==> src/rtl/core/wsfd_pkg.sv <==
// Shared types and constants of the WebSocket frame decoder.
package wsfd_pkg;

  localparam logic [3:0] OpText    = 4'h1;
  localparam logic [6:0] Len16Code = 7'd126;
  localparam logic [6:0] Len64Code = 7'd127;
  localparam logic [2:0] Ext16Cnt  = 3'd1;
  localparam logic [2:0] Ext64Cnt  = 3'd7;
  localparam logic [2:0] KeyCnt    = 3'd3;

  typedef enum logic [2:0] {
    PH_HDR0 = 3'd0,
    PH_HDR1 = 3'd1,
    PH_EXT  = 3'd2,
    PH_KEY  = 3'd3,
    PH_DATA = 3'd4,
    PH_SKIP = 3'd5
  } phase_e;

  typedef struct packed {
    logic [7:0] rx_byte;
    logic       end_of_buffer;
  } rx_item_t;

  typedef struct packed {
    logic [7:0] payload_byte;
    logic       has_byte;
    logic       end_of_message;
    logic       aborted;
  } result_t;

  // Command from the parser to the output stage.
  typedef struct packed {
    logic [7:0] data;
    logic [7:0] key;
    logic       has_byte;
    logic       end_of_message;
    logic       aborted;
  } cmd_t;

endpackage

==> src/rtl/core/wsfd_stream_if.sv <==
// Valid/ready stream channel with a typed payload.
interface wsfd_stream_if #(
  parameter type payload_t = logic
);
  logic     valid;
  logic     ready;
  payload_t payload;

  modport source (output valid, output payload, input ready);
  modport sink (input valid, input payload, output ready);
endinterface

==> src/rtl/core/wsfd_front.sv <==
// Frame header parser: classifies each received byte and issues output commands.
module wsfd_front import wsfd_pkg::*; (
  input  logic       clk_i,
  input  logic       rst_ni,
  input  logic       accept_i,
  input  rx_item_t   item_i,
  output logic       push_o,
  output cmd_t       cmd_o
);

  phase_e      phase_q, phase_d;
  logic [2:0]  hdr_cnt_q, hdr_cnt_d;
  logic [3:0]  opcode_q, opcode_d;
  logic        mask_q, mask_d;
  logic [63:0] rem_q, rem_d;
  logic [31:0] key_q, key_d;
  logic [1:0]  kidx_q, kidx_d;

  always_ff @(posedge clk_i or negedge rst_ni) begin
    if (!rst_ni) begin
      phase_q   <= PH_HDR0;
      hdr_cnt_q <= '0;
      opcode_q  <= '0;
      mask_q    <= 1'b0;
      rem_q     <= '0;
      key_q     <= '0;
      kidx_q    <= '0;
    end else if (accept_i) begin
      phase_q   <= phase_d;
      hdr_cnt_q <= hdr_cnt_d;
      opcode_q  <= opcode_d;
      mask_q    <= mask_d;
      rem_q     <= rem_d;
      key_q     <= key_d;
      kidx_q    <= kidx_d;
    end
  end

  logic [7:0] b;
  logic       len_fin;
  logic       hdr_fin;
  logic       emit;
  logic [7:0] key_byte;

  assign b = item_i.rx_byte;

  always_comb begin
    phase_d   = phase_q;
    hdr_cnt_d = hdr_cnt_q;
    opcode_d  = opcode_q;
    mask_d    = mask_q;
    rem_d     = rem_q;
    key_d     = key_q;
    kidx_d    = kidx_q;
    len_fin   = 1'b0;
    hdr_fin   = 1'b0;
    emit      = 1'b0;
    cmd_o     = '0;
    unique case (kidx_q)
      2'd0:    key_byte = key_q[31:24];
      2'd1:    key_byte = key_q[23:16];
      2'd2:    key_byte = key_q[15:8];
      default: key_byte = key_q[7:0];
    endcase

    unique case (phase_q)
      PH_HDR1: begin
        mask_d = b[7];
        rem_d  = '0;
        if (b[6:0] == Len16Code) begin
          phase_d   = PH_EXT;
          hdr_cnt_d = Ext16Cnt;
        end else if (b[6:0] == Len64Code) begin
          phase_d   = PH_EXT;
          hdr_cnt_d = Ext64Cnt;
        end else begin
          rem_d   = {57'd0, b[6:0]};
          len_fin = 1'b1;
        end
      end
      PH_EXT: begin
        rem_d = {rem_q[55:0], b};
        if (hdr_cnt_q == 3'd0) len_fin = 1'b1;
        else hdr_cnt_d = hdr_cnt_q - 3'd1;
      end
      PH_KEY: begin
        key_d = {key_q[23:0], b};
        if (hdr_cnt_q == 3'd0) hdr_fin = 1'b1;
        else hdr_cnt_d = hdr_cnt_q - 3'd1;
      end
      PH_DATA: begin
        kidx_d = kidx_q + 2'd1;
        rem_d  = rem_q - 64'd1;
        if (rem_d == 64'd0) phase_d = PH_SKIP;
        if (opcode_q == OpText) begin
          emit                 = 1'b1;
          cmd_o.data           = b;
          cmd_o.key            = mask_q ? key_byte : 8'd0;
          cmd_o.has_byte       = 1'b1;
          cmd_o.end_of_message = (rem_d == 64'd0);
        end
      end
      PH_SKIP: begin
      end
      default: begin
        opcode_d  = b[3:0];
        mask_d    = 1'b0;
        rem_d     = '0;
        key_d     = '0;
        kidx_d    = '0;
        hdr_cnt_d = '0;
        phase_d   = PH_HDR1;
      end
    endcase

    // Length known: read the key next or close the header.
    if (len_fin) begin
      if (mask_d) begin
        phase_d   = PH_KEY;
        hdr_cnt_d = KeyCnt;
      end else begin
        hdr_fin = 1'b1;
      end
    end

    if (hdr_fin) begin
      kidx_d = '0;
      if (rem_d == 64'd0) begin
        phase_d = PH_SKIP;
        if (opcode_q == OpText) begin
          emit                 = 1'b1;
          cmd_o.end_of_message = 1'b1;
        end
      end else begin
        phase_d = PH_DATA;
      end
    end

    // Buffer ended mid-frame: replace any result with an abort.
    if (item_i.end_of_buffer) begin
      if (phase_d != PH_SKIP && phase_d != PH_HDR0) begin
        emit          = 1'b1;
        cmd_o         = '0;
        cmd_o.aborted = 1'b1;
      end
      phase_d = PH_HDR0;
    end
  end

  assign push_o = accept_i && emit;

endmodule

==> src/rtl/core/wsfd_cmd_fifo.sv <==
// Short command queue between the parser and the output stage.
module wsfd_cmd_fifo import wsfd_pkg::*; #(
  parameter int unsigned Depth = 2
) (
  input  logic clk_i,
  input  logic rst_ni,
  input  logic push_i,
  input  cmd_t cmd_i,
  output logic full_o,
  input  logic pop_i,
  output cmd_t cmd_o,
  output logic empty_o
);

  localparam int unsigned PtrW = $clog2(Depth);
  localparam int unsigned CntW = $clog2(Depth + 1);
  localparam logic [PtrW-1:0] LastPtr = PtrW'(Depth - 1);
  localparam logic [CntW-1:0] FullCnt = CntW'(Depth);

  cmd_t            mem_q [Depth];
  logic [PtrW-1:0] wptr_q, rptr_q;
  logic [CntW-1:0] cnt_q;
  logic            do_push, do_pop;

  assign full_o  = (cnt_q == FullCnt);
  assign empty_o = (cnt_q == '0);
  assign do_push = push_i && !full_o;
  assign do_pop  = pop_i && !empty_o;
  assign cmd_o   = mem_q[rptr_q];

  always_ff @(posedge clk_i) begin
    if (do_push) mem_q[wptr_q] <= cmd_i;
  end

  always_ff @(posedge clk_i or negedge rst_ni) begin
    if (!rst_ni) begin
      wptr_q <= '0;
      rptr_q <= '0;
      cnt_q  <= '0;
    end else begin
      if (do_push) wptr_q <= (wptr_q == LastPtr) ? '0 : wptr_q + PtrW'(1);
      if (do_pop)  rptr_q <= (rptr_q == LastPtr) ? '0 : rptr_q + PtrW'(1);
      if (do_push && !do_pop)      cnt_q <= cnt_q + CntW'(1);
      else if (do_pop && !do_push) cnt_q <= cnt_q - CntW'(1);
    end
  end

endmodule

==> src/rtl/core/wsfd_back.sv <==
// Output stage: unmasks payload bytes and holds the result word for the consumer.
module wsfd_back import wsfd_pkg::*; (
  input  logic                  clk_i,
  input  logic                  rst_ni,
  input  logic                  avail_i,
  input  cmd_t                  cmd_i,
  output logic                  pop_o,
  wsfd_stream_if.source         res_o
);

  logic    valid_q;
  result_t res_q, res_d;

  assign pop_o = avail_i && (!valid_q || res_o.ready);

  always_comb begin
    res_d.payload_byte   = cmd_i.data ^ cmd_i.key;
    res_d.has_byte       = cmd_i.has_byte;
    res_d.end_of_message = cmd_i.end_of_message;
    res_d.aborted        = cmd_i.aborted;
  end

  always_ff @(posedge clk_i or negedge rst_ni) begin
    if (!rst_ni) begin
      valid_q <= 1'b0;
    end else if (pop_o) begin
      valid_q <= 1'b1;
    end else if (res_o.ready) begin
      valid_q <= 1'b0;
    end
  end

  always_ff @(posedge clk_i) begin
    if (pop_o) res_q <= res_d;
  end

  assign res_o.valid   = valid_q;
  assign res_o.payload = res_q;

endmodule

==> src/rtl/core/websocket_frame_decoder_unit.sv <==
// WebSocket frame decoder: one received byte per cycle, one text payload word per byte.
// Each result word passes through the command queue and then the output register.
// Throughput: one byte per cycle while the queue has room, set by the parser update.
// The input stalls only when the command queue is full behind a stalled output.
// Reset (async, active low) returns the parser to the first header byte, empties the queue.
module websocket_frame_decoder_unit import wsfd_pkg::*; #(
  parameter int unsigned FifoDepth = 2
) (
  input  logic          clk_i,
  input  logic          rst_ni,
  wsfd_stream_if.sink   rx_i,
  wsfd_stream_if.source res_o
);

  logic accept;
  logic push;
  logic full;
  logic empty;
  logic pop;
  cmd_t cmd_in;
  cmd_t cmd_out;

  assign rx_i.ready = !full;
  assign accept     = rx_i.valid && !full;

  wsfd_front u_front (
    .clk_i    (clk_i),
    .rst_ni   (rst_ni),
    .accept_i (accept),
    .item_i   (rx_i.payload),
    .push_o   (push),
    .cmd_o    (cmd_in)
  );

  wsfd_cmd_fifo #(
    .Depth (FifoDepth)
  ) u_fifo (
    .clk_i   (clk_i),
    .rst_ni  (rst_ni),
    .push_i  (push),
    .cmd_i   (cmd_in),
    .full_o  (full),
    .pop_i   (pop),
    .cmd_o   (cmd_out),
    .empty_o (empty)
  );

  wsfd_back u_back (
    .clk_i   (clk_i),
    .rst_ni  (rst_ni),
    .avail_i (!empty),
    .cmd_i   (cmd_out),
    .pop_o   (pop),
    .res_o   (res_o)
  );

endmodule
==> src/flat_wrapper.sv <==
// flat-port wrapper written by rule: the top's interface ports become plain ports
module websocket_frame_decoder_unit_flat import wsfd_pkg::*;
#(
  parameter int unsigned FifoDepth = 2
)
  (clk_i, rst_ni, rx_i_valid, rx_i_payload, rx_i_ready, res_o_valid, res_o_payload, res_o_ready);
  wsfd_stream_if rx_i_i ();
  wsfd_stream_if res_o_i ();
  input  logic clk_i;
  input  logic rst_ni;
  input wire logic [$bits(rx_i_i.valid)-1:0] rx_i_valid;
  input wire logic [$bits(rx_i_i.payload)-1:0] rx_i_payload;
  output wire logic [$bits(rx_i_i.ready)-1:0] rx_i_ready;
  output wire logic [$bits(res_o_i.valid)-1:0] res_o_valid;
  output wire logic [$bits(res_o_i.payload)-1:0] res_o_payload;
  input wire logic [$bits(res_o_i.ready)-1:0] res_o_ready;
  assign rx_i_i.valid = rx_i_valid;
  assign rx_i_i.payload = rx_i_payload;
  assign rx_i_ready = rx_i_i.ready;
  assign res_o_valid = res_o_i.valid;
  assign res_o_payload = res_o_i.payload;
  assign res_o_i.ready = res_o_ready;
  websocket_frame_decoder_unit #(.FifoDepth(FifoDepth)) u_core (.clk_i(clk_i), .rst_ni(rst_ni), .rx_i(rx_i_i), .res_o(res_o_i));
endmodule
==> config.mk <==
export PLATFORM = sky130hd
export DESIGN_NAME = websocket_frame_decoder_unit_flat
export DESIGN_NICKNAME = d
export VERILOG_FILES = /design/src/rtl/core/wsfd_pkg.sv /design/src/rtl/core/wsfd_stream_if.sv /design/src/rtl/core/wsfd_front.sv /design/src/rtl/core/wsfd_cmd_fifo.sv /design/src/rtl/core/wsfd_back.sv /design/src/rtl/core/websocket_frame_decoder_unit.sv /design/src/flat_wrapper.sv
export SDC_FILE = /design/constraint.sdc
export NUM_CORES = 1
export LEC_CHECK = 0
export BUFFER_PORTS_ARGS = -buffer_cell sky130_fd_sc_hd__buf_2
export CAP_MARGIN = 25
export CORE_MARGIN = 1.5
export CORE_UTILIZATION = 35
export CTS_BUF_LIST = sky130_fd_sc_hd__clkbuf_16
export DETAILED_ROUTE_END_ITERATION = 6
export PLACE_DENSITY_LB_ADDON = 0.15
export SLEW_MARGIN = 20
export SYNTH_ARGS = -nofsm -noshare
export SYNTH_HDL_FRONTEND = slang
export SYNTH_HIERARCHICAL = 1
export SYNTH_SLANG_ARGS = --single-unit
==> constraint.sdc <==
create_clock -name clk_i -period 11.5 [get_ports clk_i]
set_clock_uncertainty 0.15 [all_clocks]
set_input_delay 1.725 -clock clk_i [delete_from_list [all_inputs] [get_ports clk_i]]
set_output_delay 1.725 -clock clk_i [all_outputs]
set_load 0.02 [all_outputs]
## Word-level counts from Yosys, hierarchy flattened

Memory sizes are Yosys's and may differ from the RTL's. A register that Yosys moved wholly into a read port is not among the register bits.
Index checks and enable logic that the tools add are counted.

- Register bits: 76
- Memory bits (writable): 2
- Input bits: 5
- Output and inout port bits: 3
- Word-level logic and storage cells: 78
- Memories: 1

Memories:

| memory | depth | bits a word | read ports | clocked after Yosys merged registers in | write ports | line | RTL |
|---|---|---|---|---|---|---|---|
| u_core.u_fifo.mem_q | 2 | 1 | 1 | 1 | 1 | wsfd_cmd_fifo.sv:20 | `cmd_t mem_q [Depth];` |

- Add/sub/neg operators: 6
- Equality and inequality tests: 7
- Mux-type cells: 30
- Reduce and logical (&&, ||, !) cells: 26

Operators by type and width:

| operator | number |
|---|---|
| one-hot mux 64 bit (3 select lines) | 1 |
| zero test 64 bit | 2 |
| subtractor 64 x 1 -> 64 bit, second input constant | 1 |
| two-way mux 3 bit | 8 |
| two-way mux 1 bit | 16 |
| one-hot mux 3 bit (2 select lines) | 2 |
| logical AND 1 bit | 8 |
| OR reduction 4 bit | 2 |
| == test 3 x 2 -> 1 bit, second input constant | 2 |
| == test 3 bit, second input constant | 2 |
| zero test 1 bit | 5 |
| two-way mux 2 bit | 2 |
| nonzero test 2 bit | 2 |
| OR reduction 2 bit | 2 |
| == test 3 x 1 -> 1 bit, second input constant | 1 |
| zero test 3 bit | 1 |
| != test 3 bit, second input constant | 1 |
| nonzero test 3 bit | 1 |
| OR reduction 3 bit | 1 |
| subtractor 3 x 1 -> 3 bit, second input constant | 1 |
| adder 1 bit, second input constant | 2 |
| adder 2 x 1 -> 2 bit, second input constant | 1 |
| == test 2 bit, second input constant | 1 |
| zero test 2 bit | 1 |
| 3 further kinds | 3 |

## Longest topological paths before layout

Gate-level depths: netlist of the first run.

- Depth in word-level cells: 17
- Mapped depth: 20
- Mapped depth without buffers: 18

## Hierarchy

Netlist of the first run, hierarchy kept.

Modules (own cells, without submodules):

| module | instances | cells an instance | area an instance (µm²) | seq. area each (µm²) |
|---|---|---|---|---|
| wsfd_front | 1 | 1247 | 9557.9 | 2727.6 |
| wsfd_cmd_fifo | 1 | 78 | 1566.5 | 1241.2 |
| wsfd_back | 1 | 5 | 73.8 | 55.1 |
| websocket_frame_decoder_unit | 1 | 4 | 17.5 | 0.0 |

## Least setup slack after synthesis of the first run

No wires, ideal clock.

- Path type: reg-to-reg
- From: register u_core.u_front.rem_q[34]
- To: memory u_core/u_fifo/mem_q[0][0] in the netlist's numbering, enable pin
- Library setup time: 0.395 ns
- Arrival: 4.585 ns
- Data required time: 10.955 ns
- Path slack: 6.371 ns
- Stages on the path, launching flop included: 15
- Path buffers: 2
- Clock period less this slack: 5.129 ns
- Cells stage by stage: dfrtp_1 > buf_6 > or4_4 > or4_1 > or4_1 > buf_2 > nor3_1 > xnor2_1 > o21ai_0 > or4_1 > nor4_2 > a32oi_1 > a31oi_1 > nand2_1 > nor2_1

- Cells in the longest elaborated chain, start to end: 15
- Elaborated cells on any way between the ends: 19
- Classes of those cells: add/sub (1); eq/ne (1); mux (11); reduce/logical (6)

RTL lines:

| item | line | RTL |
|---|---|---|
| start: declaration | wsfd_front.sv:15 | `logic [63:0] rem_q, rem_d;` |
| start signal: assignment | wsfd_front.sv:33 | `rem_q <= rem_d;` |
| subtractor 64 x 1 -> 64 bit | wsfd_front.sv:93 | `rem_d = rem_q - 64'd1;` |
| zero test 64 bit | - |  |
| two-way mux 3 bit | wsfd_front.sv:94 | `if (rem_d == 64'd0) phase_d = PH_SKIP;` |
| one-hot mux 3 bit (2 select lines) | wsfd_front.sv:66 | `unique case (phase_q)` |
| two-way mux 3 bit | wsfd_front.sv:118 | `if (mask_d) begin` |
| two-way mux 3 bit | wsfd_front.sv:117 | `if (len_fin) begin` |
| two-way mux 3 bit * | wsfd_front.sv:126 | `if (hdr_fin) begin` |
| != test 3 bit or nonzero test 3 bit (tied branches) | wsfd_front.sv:141 | `if (phase_d != PH_SKIP && phase_d != PH_HDR0) begin` |
| logical AND 1 bit * | wsfd_front.sv:141 |  |
| two-way mux 1 bit * | wsfd_front.sv:141 |  |
| two-way mux 1 bit * | wsfd_front.sv:140 | `if (item_i.end_of_buffer) begin` |
| logical AND 1 bit * | wsfd_front.sv:150 | `assign push_o = accept_i && emit;` |
| via u_core.push | websocket_frame_decoder_unit.sv:16 | `logic push;` |
| logical AND 1 bit * | wsfd_cmd_fifo.sv:27 | `assign do_push = push_i && !full_o;` |
| two-way mux 1 bit * | wsfd_cmd_fifo.sv:32 | `if (do_push) mem_q[wptr_q] <= cmd_i;` |
| two-way mux 1 bit (implied by the code) * | wsfd_cmd_fifo.sv:32 |  |
| end: declaration | wsfd_cmd_fifo.sv:20 |  |

The timed path passes the listed nets; every way through them passes the cells marked *.

## Worst setup path in the final report of the first run

- From: register u_core.u_front.rem_q[0]
- To: register u_core.u_fifo.cnt_q[1]

- Cells in the longest elaborated chain, start to end: 16
- Elaborated cells on any way between the ends: 22
- Classes of those cells: add/sub (1); eq/ne (1); mux (10); reduce/logical (10)

RTL lines:

| item | line | RTL |
|---|---|---|
| subtractor 64 x 1 -> 64 bit | wsfd_front.sv:93 |  |
| zero test 64 bit | - |  |
| two-way mux 3 bit | wsfd_front.sv:94 |  |
| one-hot mux 3 bit (2 select lines) | wsfd_front.sv:66 |  |
| two-way mux 3 bit | wsfd_front.sv:118 |  |
| two-way mux 3 bit | wsfd_front.sv:117 |  |
| two-way mux 3 bit * | wsfd_front.sv:126 |  |
| != test 3 bit or nonzero test 3 bit (tied branches) | wsfd_front.sv:141 |  |
| [... 2 more ...] | - |  |
| two-way mux 1 bit * | wsfd_front.sv:140 |  |
| logical AND 1 bit * | wsfd_front.sv:150 |  |
| via u_core.push | websocket_frame_decoder_unit.sv:16 |  |
| logical AND 1 bit * | wsfd_cmd_fifo.sv:27 |  |
| via u_core.u_fifo.do_push | wsfd_cmd_fifo.sv:23 | `logic do_push, do_pop;` |
| zero test 1 bit | wsfd_cmd_fifo.sv:44 | `else if (do_pop && !do_push) cnt_q <= cnt_q - CntW'(1);` |
| logical AND 1 bit | wsfd_cmd_fifo.sv:44 |  |
| nonzero test 2 bit (no line) | - |  |
| end signal: assignment | wsfd_cmd_fifo.sv:43 | `if (do_push && !do_pop) cnt_q <= cnt_q + CntW'(1);` |
| end signal: assignment | wsfd_cmd_fifo.sv:44 |  |
| end: declaration | wsfd_cmd_fifo.sv:22 | `logic [CntW-1:0] cnt_q;` |

Marked as above.
A chain may end at the register's enable or synchronous reset.

==> results of run 1 <==
worst paths after layout:
path                                          from                   endpoint  slack [ns]  cells past startpoint
setup / recovery           u_core/u_front/rem_q[0]     u_core/u_fifo/cnt_q[1]        6.00                     18
min in group asynchronous                   rst_ni   u_core/u_front/rem_q[14]        1.19                      1
max in group asynchronous                   rst_ni  u_core/u_front/phase_q[0]        8.95                      2
setup reg to reg           u_core/u_front/rem_q[0]     u_core/u_fifo/cnt_q[1]        6.00                     18
hold reg to reg               u_core/u_fifo/rptr_q       u_core/u_fifo/rptr_q        0.33                      1
hold / removal                u_core/u_fifo/rptr_q       u_core/u_fifo/rptr_q        0.33                      1
cells in the final DEF (no fill, tap or decap), drive strengths merged, types with 10 or more instances in the layout:
master,n
nor2b,11
xnor2,25
or3,29
xor2,12
o22ai,14
dfrtp,80
nand3,28
a21oi,59
conb,29
nor4,55
or4,26
inv,28
mux2i,28
o21ai,78
buf,32
o31ai,10
a22oi,13
nor3,58
nand4,36
o2bb2ai,16
nor2,118
a21o,10
a22o,13
mux2,13
nand2,90
through the flow:
stage	instances	hold slack, ns	util, %	power (mW)
2_1_floorplan	1123	0.311	-	1.42
3_3_place_gp	1356	0.325	37.1	1.84
3_5_place_dp	1356	0.333	37.1	1.83
4_1_cts	1372	0.343	38.5	2.18
5_1_grt	1372	0.360	38.5	2.34
6_report	1372	0.333	38.5	2.23
power by group through the flow:
stage	Clock, mW	Combinational [mW]	Sequential [mW]
after detailed placement	0	1.24	0.594
after global placement	0	1.24	0.595
after global routing	0.356	1.37	0.611
final	0.339	1.29	0.602
after CTS	0.345	1.24	0.588
after floorplan	0	0.985	0.431
state kept, by name, summed over array words and instances (netlist names):
name,count
u_core/u_back/res_o.payload,1
u_core/u_back/res_o.valid,1
u_core/u_fifo/cnt_q,2
u_core/u_fifo/mem_q,2
u_core/u_fifo/rptr_q,1
u_core/u_fifo/wptr_q,1
u_core/u_front/hdr_cnt_q,3
u_core/u_front/mask_q,1
u_core/u_front/opcode_q,4
u_core/u_front/phase_q,3
u_core/u_front/rem_q,64
worst reg2reg max path, cell delays in order, from the launching register on:
cell,delay (ns)
dfrtp_1,0.48
inv_1,0.14
ha_1,0.30
nor3b_2,0.60
nand4_1,0.51
o21ai_0,0.40
a21oi_1,0.10
a221oi_1,0.51
nand4_1,0.18
or4_1,0.61
nor4_2,0.29
a32oi_1,0.17
a31oi_1,0.25
nand2_1,0.13
inv_1,0.08
ha_1,0.15
xor2_1,0.16
nor2_1,0.07
xor2_1,0.14
routing by layer:
layer / global-route usage, % / routed length (um) / up-vias
li1: - / - / 3997
met1: 40.7 / 14900 / 4330
met2: 44.5 / 15200 / 556
met3: 6.31 / 3640 / 133
met4: 13.1 / 1680 / 0
met5: 0 / 0 / -
final cells by class:
type	count	share of cell area [%]
clock buffers	9	2.57
well taps	313	4.46
repair buffers	32	2.57
multi-input cells	902	64.2
flip-flops and latches	83	23.9
clock inverters	7	1.21
inverters	26	1.11
==> reports/metrics.cfg, run 1 <==
[cts]
clock_latency_ns=0.37
clk_pin_slew_ns=0.07
htree_levels=3
clk_path_buf_depth=2
cts_setup_buffers=0
ctsHoldBuffers=0
ctsResizeCount=0
cts_buffers=9
cts_tree=done
root_buffer=clkbuf_16
cts_num_sinks=83

[timing]
drv_slew=0
grt_setup_unrepaired=no
worstMarginPinSlew_ns=0.987
fmax_mhz=182
setup_viol=0
min_period_ns=5.50
post-route-period-util_pct=47.9
hold_violations=0
relSlewSlack_pct=33.7
setup_slack_ns=6.00
finalSetupTns_ns=0

[setup_path]
slowest_delay_ns=0.61
critPathLaunchType=register
cp_slowest_cell=or4_1
critical_path_required_ns=11.60
path_class=register to register
crit_family=simple AND/OR/NAND/NOR gates
path_cells=inv_1 > ha_1 > nor3b_2 > nand4_1 > o21ai_0 > a21oi_1 > a221oi_1 > nand4_1 > or4_1 > nor4_2 > a32oi_1 > a31oi_1 > nand2_1 > inv_1 > ha_1 > xor2_1 > nor2_1 > xor2_1
cp-end-kind=register
arrival_ns=5.61
path_buf_inv=2
crit_fanout=11

[detailed_routing]
ant_nets=0
wl_um=35500
post_drt_wl_per_cell_um=25.9
dr.pass1.iters=6
vias=9016
vias_per_cell=6.57
detail_route.iter0.violations=1302
drcViolationCount=0

[worst_hold_path]
hp-class=register to register

[pwr]
power_frac_clock_pct=15.2
power_frac_seq_pct=27.0
cellInternalPower_mw=0.997
leakagePower_nw=3.27
power_switching_mw=1.23
combPwrFrac_pct=57.7
p_sw_share_pct=55.3
peakVddDrop_uv=162
power_density_nw_per_um2=254

[finish]
fill_cells=2413
multi_input_area_um2=5640
area_growth_syn_to_layout_pct=7.62
regArea_um2=2100
nets=1064
antenna_cells=0
drive_gt1_share_pct=10.1
final_area_um2=8780

[die]
initial_core_util_pct=35.8
dieWidth_um=156
die_h_um=156
die_area_um2=24200
placementRows=55
core_um2=22800
ios=8

[place]
placed_cell_area_um2=8450
dp_slack_ns=6.18
place_congestion=1.03
hpwl_um=25000
portBuffers=7

[logic_synthesis]
ys.warnings.count=6
synthesis.area_um2=8160
syn_area_per_cell_um2=7.45
syn_inst=1095

[outcome]
outcome=finished clean

[flow_run]
drv_cap=0

[global_routing]
track_usage_pct=29.6
antenna_found_initial=1
grt_pass1_wl_um=53900
overflow=0
grt_max_degree=58
grt_pass1_vias=8393

Note: power is estimated with default switching activity, not from simulation.
==> inputs of run 2 (changes only) <==
ABC_AREA = 1   (was not set)
clock period = 4.6 ns   (was 11.5 ns; I/O delays follow)
==> run 2 against run 1 <==
Compared with the run above:
- synthesized cell count up 13%
- global-route usage down 4.9 points
- via count down 12%
- critical endpoint unchanged
==> reports/metrics.cfg, run 2 <==
[outcome]
outcome=finished clean

[cts]
ctsHoldBuffers=0  ; unchanged
root_buffer=clkbuf_16
clock_latency_ns=0.37  ; about the same
clk_pin_slew_ns=0.08  ; about the same
cts_tree=done
clk_path_buf_depth=2  ; unchanged
cts_buffers=9  ; unchanged
ctsResizeCount=0  ; unchanged
cts_setup_buffers=0  ; unchanged
cts_num_sinks=83  ; unchanged
htree_levels=3  ; unchanged

[detailed_routing]
dr.pass1.iters=5  ; -1
ant_nets=0  ; unchanged
drcViolationCount=0  ; unchanged
wl_um=25700  ; -27%
vias_per_cell=5.17  ; -21%
detail_route.iter0.violations=600  ; -54%
post_drt_wl_per_cell_um=16.9  ; -35%
vias=7897  ; -12%

[flow_run]
drv_cap=0  ; unchanged

[finish]
largest_reg_flops=64  ; unchanged
mostFrequentLayoutCell=nand2_1
regArea_um2=2090  ; -0.18%
mostFrequentLayoutCells=nand2_1 (438), nor2_1 (202), inv_1 (123), o21ai_0 (93), dfrtp_1 (80)
drive_gt1_share_pct=5.82  ; -4.3 points
top_register=u_core/u_front/rem_q
nets=1260  ; +18%
area_growth_syn_to_layout_pct=10.2
multi_input_area_um2=4660  ; -17%
top_regs=u_core/u_front/rem_q: 64 flops, u_core/u_front/opcode_q: 4 flops
fill_cells=2265  ; -6.1%

[timing]
fmax_mhz=245  ; +35%
worstMarginPinSlew_ns=0.798  ; -0.189 ns
setup_viol=0  ; unchanged
finalSetupTns_ns=0  ; unchanged
post-route-period-util_pct=88.6  ; +41 points
relSlewSlack_pct=46.8  ; +13 points
grt_setup_unrepaired=no
drv_slew=0  ; unchanged
min_period_ns=4.08  ; -1.43 ns
hold_violations=0  ; unchanged

[logic_synthesis]
ys.warnings.count=6  ; unchanged
syn_area_per_cell_um2=5.88  ; -21%
synthesis.area_um2=7280  ; -11%
syn_inst=1238  ; +13%

[setup_path]
cp-end-kind=register
critical_path_required_ns=4.70  ; -6.90 ns
crit_top_cell=nand2_1
crit_end=u_core/u_fifo/cnt_q[1]
cp.depth=25  ; +7
path_class=register to register
path_buf_inv=4  ; +2
rr_startpoint=u_core/u_front/rem_q[0]
rrSetupSlack_ns=0.52  ; -5.47 ns
reg2reg_depth=25  ; +7
arrival_ns=4.18  ; -1.43 ns
slowest_delay_ns=0.42  ; -0.19 ns
critPathLaunchType=register
crit_family=simple AND/OR/NAND/NOR gates
cp_slowest_cell=dfrtp_1
crit_fanout=6  ; -5
cp-startpoint=u_core/u_front/rem_q[0]
r2r_end=u_core/u_fifo/cnt_q[1]

[global_routing]
grt_pass1_wl_um=41300  ; -23%
antenna_found_initial=1  ; unchanged
grt_max_degree=75  ; +29%
overflow=0  ; unchanged
grt_pass1_vias=7436  ; -11%
track_usage_pct=24.6  ; -4.9 points

[die]
dieWidth_um=147  ; -5.4%
die_area_um2=21700  ; -11%
initial_core_util_pct=35.9  ; +0.040 points
placementRows=52  ; -5.5%
ios=8  ; unchanged
core_um2=20300  ; -11%
die_h_um=147  ; -5.4%

[place]
hpwl_um=19700  ; -21%
portBuffers=7  ; unchanged
place_congestion=0.960  ; -6.8%

[worst_hold_path]
hp-class=input pin to asynchronous set/reset pin

run 2: area by class of cell:
class / count / area share (%)
diodes: 1 / 0.0312
repair buffers: 19 / 1.75
well taps: 270 / 4.21
clock buffers: 9 / 2.81
flip-flops and latches: 83 / 26.1
clock inverters: 7 / 1.11
multi-input cells: 1012 / 58.2
inverters: 125 / 5.85
run 2: worst min-delay path by stage:
stage / to / cells after the start / start
floorplan: u_core/u_back/res_o.valid / 0 / rst_ni
global placement: u_core/u_fifo/wptr_q / 2 / u_core/u_fifo/wptr_q
detailed placement: u_core/u_fifo/wptr_q / 2 / u_core/u_fifo/wptr_q
CTS: u_core/u_front/rem_q[11] / 1 / rst_ni
global route: u_core/u_front/rem_q[12] / 1 / rst_ni
finish: u_core/u_front/rem_q[11] / 1 / rst_ni
run 2: through the flow:
stage,instances,util [%],area [um^2],hold slack (ns),worst slack (ns)
after floorplan,1256,-,7350,0.244,1.40
after global placement,1509,38.0,7700,0.319,0.518
after detailed placement,1509,38.0,7700,0.326,0.600
after CTS,1525,39.5,8020,0.301,0.589
after global routing,1525,39.5,8020,0.340,0.119
final,1526,39.5,8020,0.273,0.522
run 2: metal layers:
layer / track usage (%) / wire (um)
met5: 0 / 0
met4: 9.55 / 816
met2: 38.3 / 11400
met1: 33.9 / 11800
met3: 4.44 / 1750
Power of run 2 is left out: the tool's default activity adds up to more than one toggle a clock period on the data nets, which glitch-free logic cannot reach.
==> inputs of run 3 (changes only) <==
CTS_BUF_LIST = sky130_fd_sc_hd__clkbuf_4   (was sky130_fd_sc_hd__clkbuf_16)
==> run 3 against run 2 <==
Compared with the run above:
- via count grew 0.18%
- first-iteration DRC count grew 27%
- count of clock-buffer cells in the layout is the same
- final area shrank 1.9%
- register-to-register slack gained 0.02 ns
- fmax grew 0.53%
- critical endpoint unchanged
==> reports/metrics.cfg, run 3 (synthesis gave the netlist of run 2 again) <==
[setup_path]
critical_path_required_ns=4.85  ; +0.15 ns
crit_fanout=6  ; unchanged
reg2reg_depth=25  ; unchanged
rr_startpoint=u_core/u_front/rem_q[0]
critPathLaunchType=register
rrSetupSlack_ns=0.54  ; +0.02 ns
cp-end-kind=register
path_class=register to register
r2r_end=u_core/u_fifo/cnt_q[1]
arrival_ns=4.31  ; +0.13 ns

[flow_run]
drv_cap=0  ; unchanged

[timing]
min_period_ns=4.06  ; -0.0216 ns
hold_violations=0  ; unchanged
drv_slew=0  ; unchanged
relSlewSlack_pct=46.9  ; +0.12 points
post-route-period-util_pct=88.2  ; -0.47 points
worstMarginPinSlew_ns=0.796  ; -0.00173 ns
setup_viol=0  ; unchanged
grt_setup_unrepaired=no
fmax_mhz=247  ; +0.53%
finalSetupTns_ns=0  ; unchanged

[finish]
nets=1260  ; unchanged
top_regs=u_core/u_front/rem_q: 64 flops, u_core/u_front/opcode_q: 4 flops
top_register=u_core/u_front/rem_q
mostFrequentLayoutCells=nand2_1 (438), nor2_1 (202), inv_1 (123), o21ai_0 (93), dfrtp_1 (80)
mostFrequentLayoutCell=nand2_1
largest_reg_flops=64  ; unchanged
drive_gt1_share_pct=5.82  ; unchanged
area_growth_syn_to_layout_pct=8.06

[cts]
clk_pin_slew_ns=0.17  ; +0.09 ns
cts_buffers=9  ; unchanged
clock_latency_ns=0.51  ; +0.14 ns
cts_num_sinks=83  ; unchanged
ctsHoldBuffers=0  ; unchanged
root_buffer=clkbuf_4
ctsResizeCount=0  ; unchanged
cts_tree=done
cts_setup_buffers=0  ; unchanged
clk_path_buf_depth=2  ; unchanged
htree_levels=3  ; unchanged

[detailed_routing]
vias_per_cell=5.18  ; +0.11%
dr.pass1.iters=5  ; unchanged
vias=7911  ; +0.18%
drcViolationCount=0  ; unchanged
wl_um=25800  ; +0.14%
detail_route.iter0.violations=760  ; +27%
ant_nets=0  ; unchanged
post_drt_wl_per_cell_um=16.9  ; about the same

[die]
core_um2=20300  ; unchanged
die_h_um=147  ; unchanged
dieWidth_um=147  ; unchanged
initial_core_util_pct=35.9  ; unchanged
die_area_um2=21700  ; unchanged
ios=8  ; unchanged
placementRows=52  ; unchanged

[global_routing]
grt_pass1_wl_um=41200  ; -0.18%
overflow=0  ; unchanged
grt_max_degree=75  ; unchanged
track_usage_pct=24.6  ; -0.066 points
grt_pass1_vias=7427  ; -0.12%
antenna_found_initial=2  ; +1

[worst_hold_path]
hp-class=input pin to asynchronous set/reset pin

[place]
hpwl_um=19700  ; unchanged
portBuffers=7  ; unchanged
place_congestion=0.960  ; unchanged

[outcome]
outcome=finished clean

run 3: how the worst max path moves through the flow:
| stage | start | end | slack (ns) | cells past startpoint |
|---|---|---|---|---|
| 6_report | u_core/u_front/rem_q[0] | u_core/u_fifo/cnt_q[1] | 0.54 | 25 |
| 5_1_grt | u_core/u_front/rem_q[0] | u_core/u_fifo/cnt_q[1] | 0.13 | 25 |
| 3_3_place_gp | u_core/u_front/rem_q[0] | u_core/u_fifo/cnt_q[1] | 0.52 | 25 |
| 3_5_place_dp | u_core/u_front/rem_q[0] | u_core/u_fifo/cnt_q[1] | 0.60 | 25 |
| 2_1_floorplan | u_core/u_front/rem_q[0] | u_core/u_fifo/cnt_q[1] | 1.40 | 25 |
| 4_1_cts | u_core/u_front/rem_q[0] | u_core/u_fifo/cnt_q[1] | 0.59 | 25 |
run 3: critical path, stage by stage (launching register included):
cell,delay [ns]
dfrtp_1,0.45
inv_1,0.17
ha_1,0.25
nand2_2,0.16
nor2_2,0.21
nand2_2,0.17
nor2_4,0.18
nand2_1,0.06
nand2_1,0.06
nand2_1,0.09
a21oi_1,0.22
nand2_1,0.09
nor2_1,0.21
nand2_1,0.09
nor2_1,0.13
nand3_1,0.15
o21ai_0,0.18
inv_1,0.05
a21oi_1,0.17
inv_1,0.07
nor2_2,0.12
ha_1,0.26
inv_1,0.08
nand3_1,0.08
nand2_1,0.07
nand2_1,0.05
run 3: routing by layer:
metal,vias to the layer above,GRT usage [%],routed length (um)
li1,3987,-,-
met1,3620,33.9,11800
met2,261,38.6,11500
met3,43,4.19,1760
met4,0,8.70,725
met5,-,0,0
run 3: stage by stage:
stage / worst slack [ns] / utilization, % / cells / area (um^2) / hold slack, ns
after floorplan: 1.40 / - / 1256 / 7350 / 0.244
after global placement: 0.518 / 38.0 / 1509 / 7700 / 0.319
after detailed placement: 0.600 / 38.0 / 1509 / 7700 / 0.326
after CTS: 0.592 / 38.7 / 1525 / 7860 / 0.116
after global routing: 0.130 / 38.7 / 1526 / 7860 / 0.156
final: 0.544 / 38.7 / 1527 / 7870 / 0.115
run 3: cell type report:
| cell class | instances | area (um^2) |
|---|---|---|
| Fill cell | 2282 | 12400 |
| Multi-Input combinational cell | 1012 | 4660 |
| Sequential cell | 83 | 2090 |
| Inverter | 125 | 469 |
| Tap cell | 270 | 338 |
| Timing Repair Buffer | 19 | 140 |
| Clock inverter | 7 | 88.8 |
| Clock buffer | 9 | 67.6 |
| Antenna cell | 2 | 5.00 |
Power of run 3 is left out for the same reason.
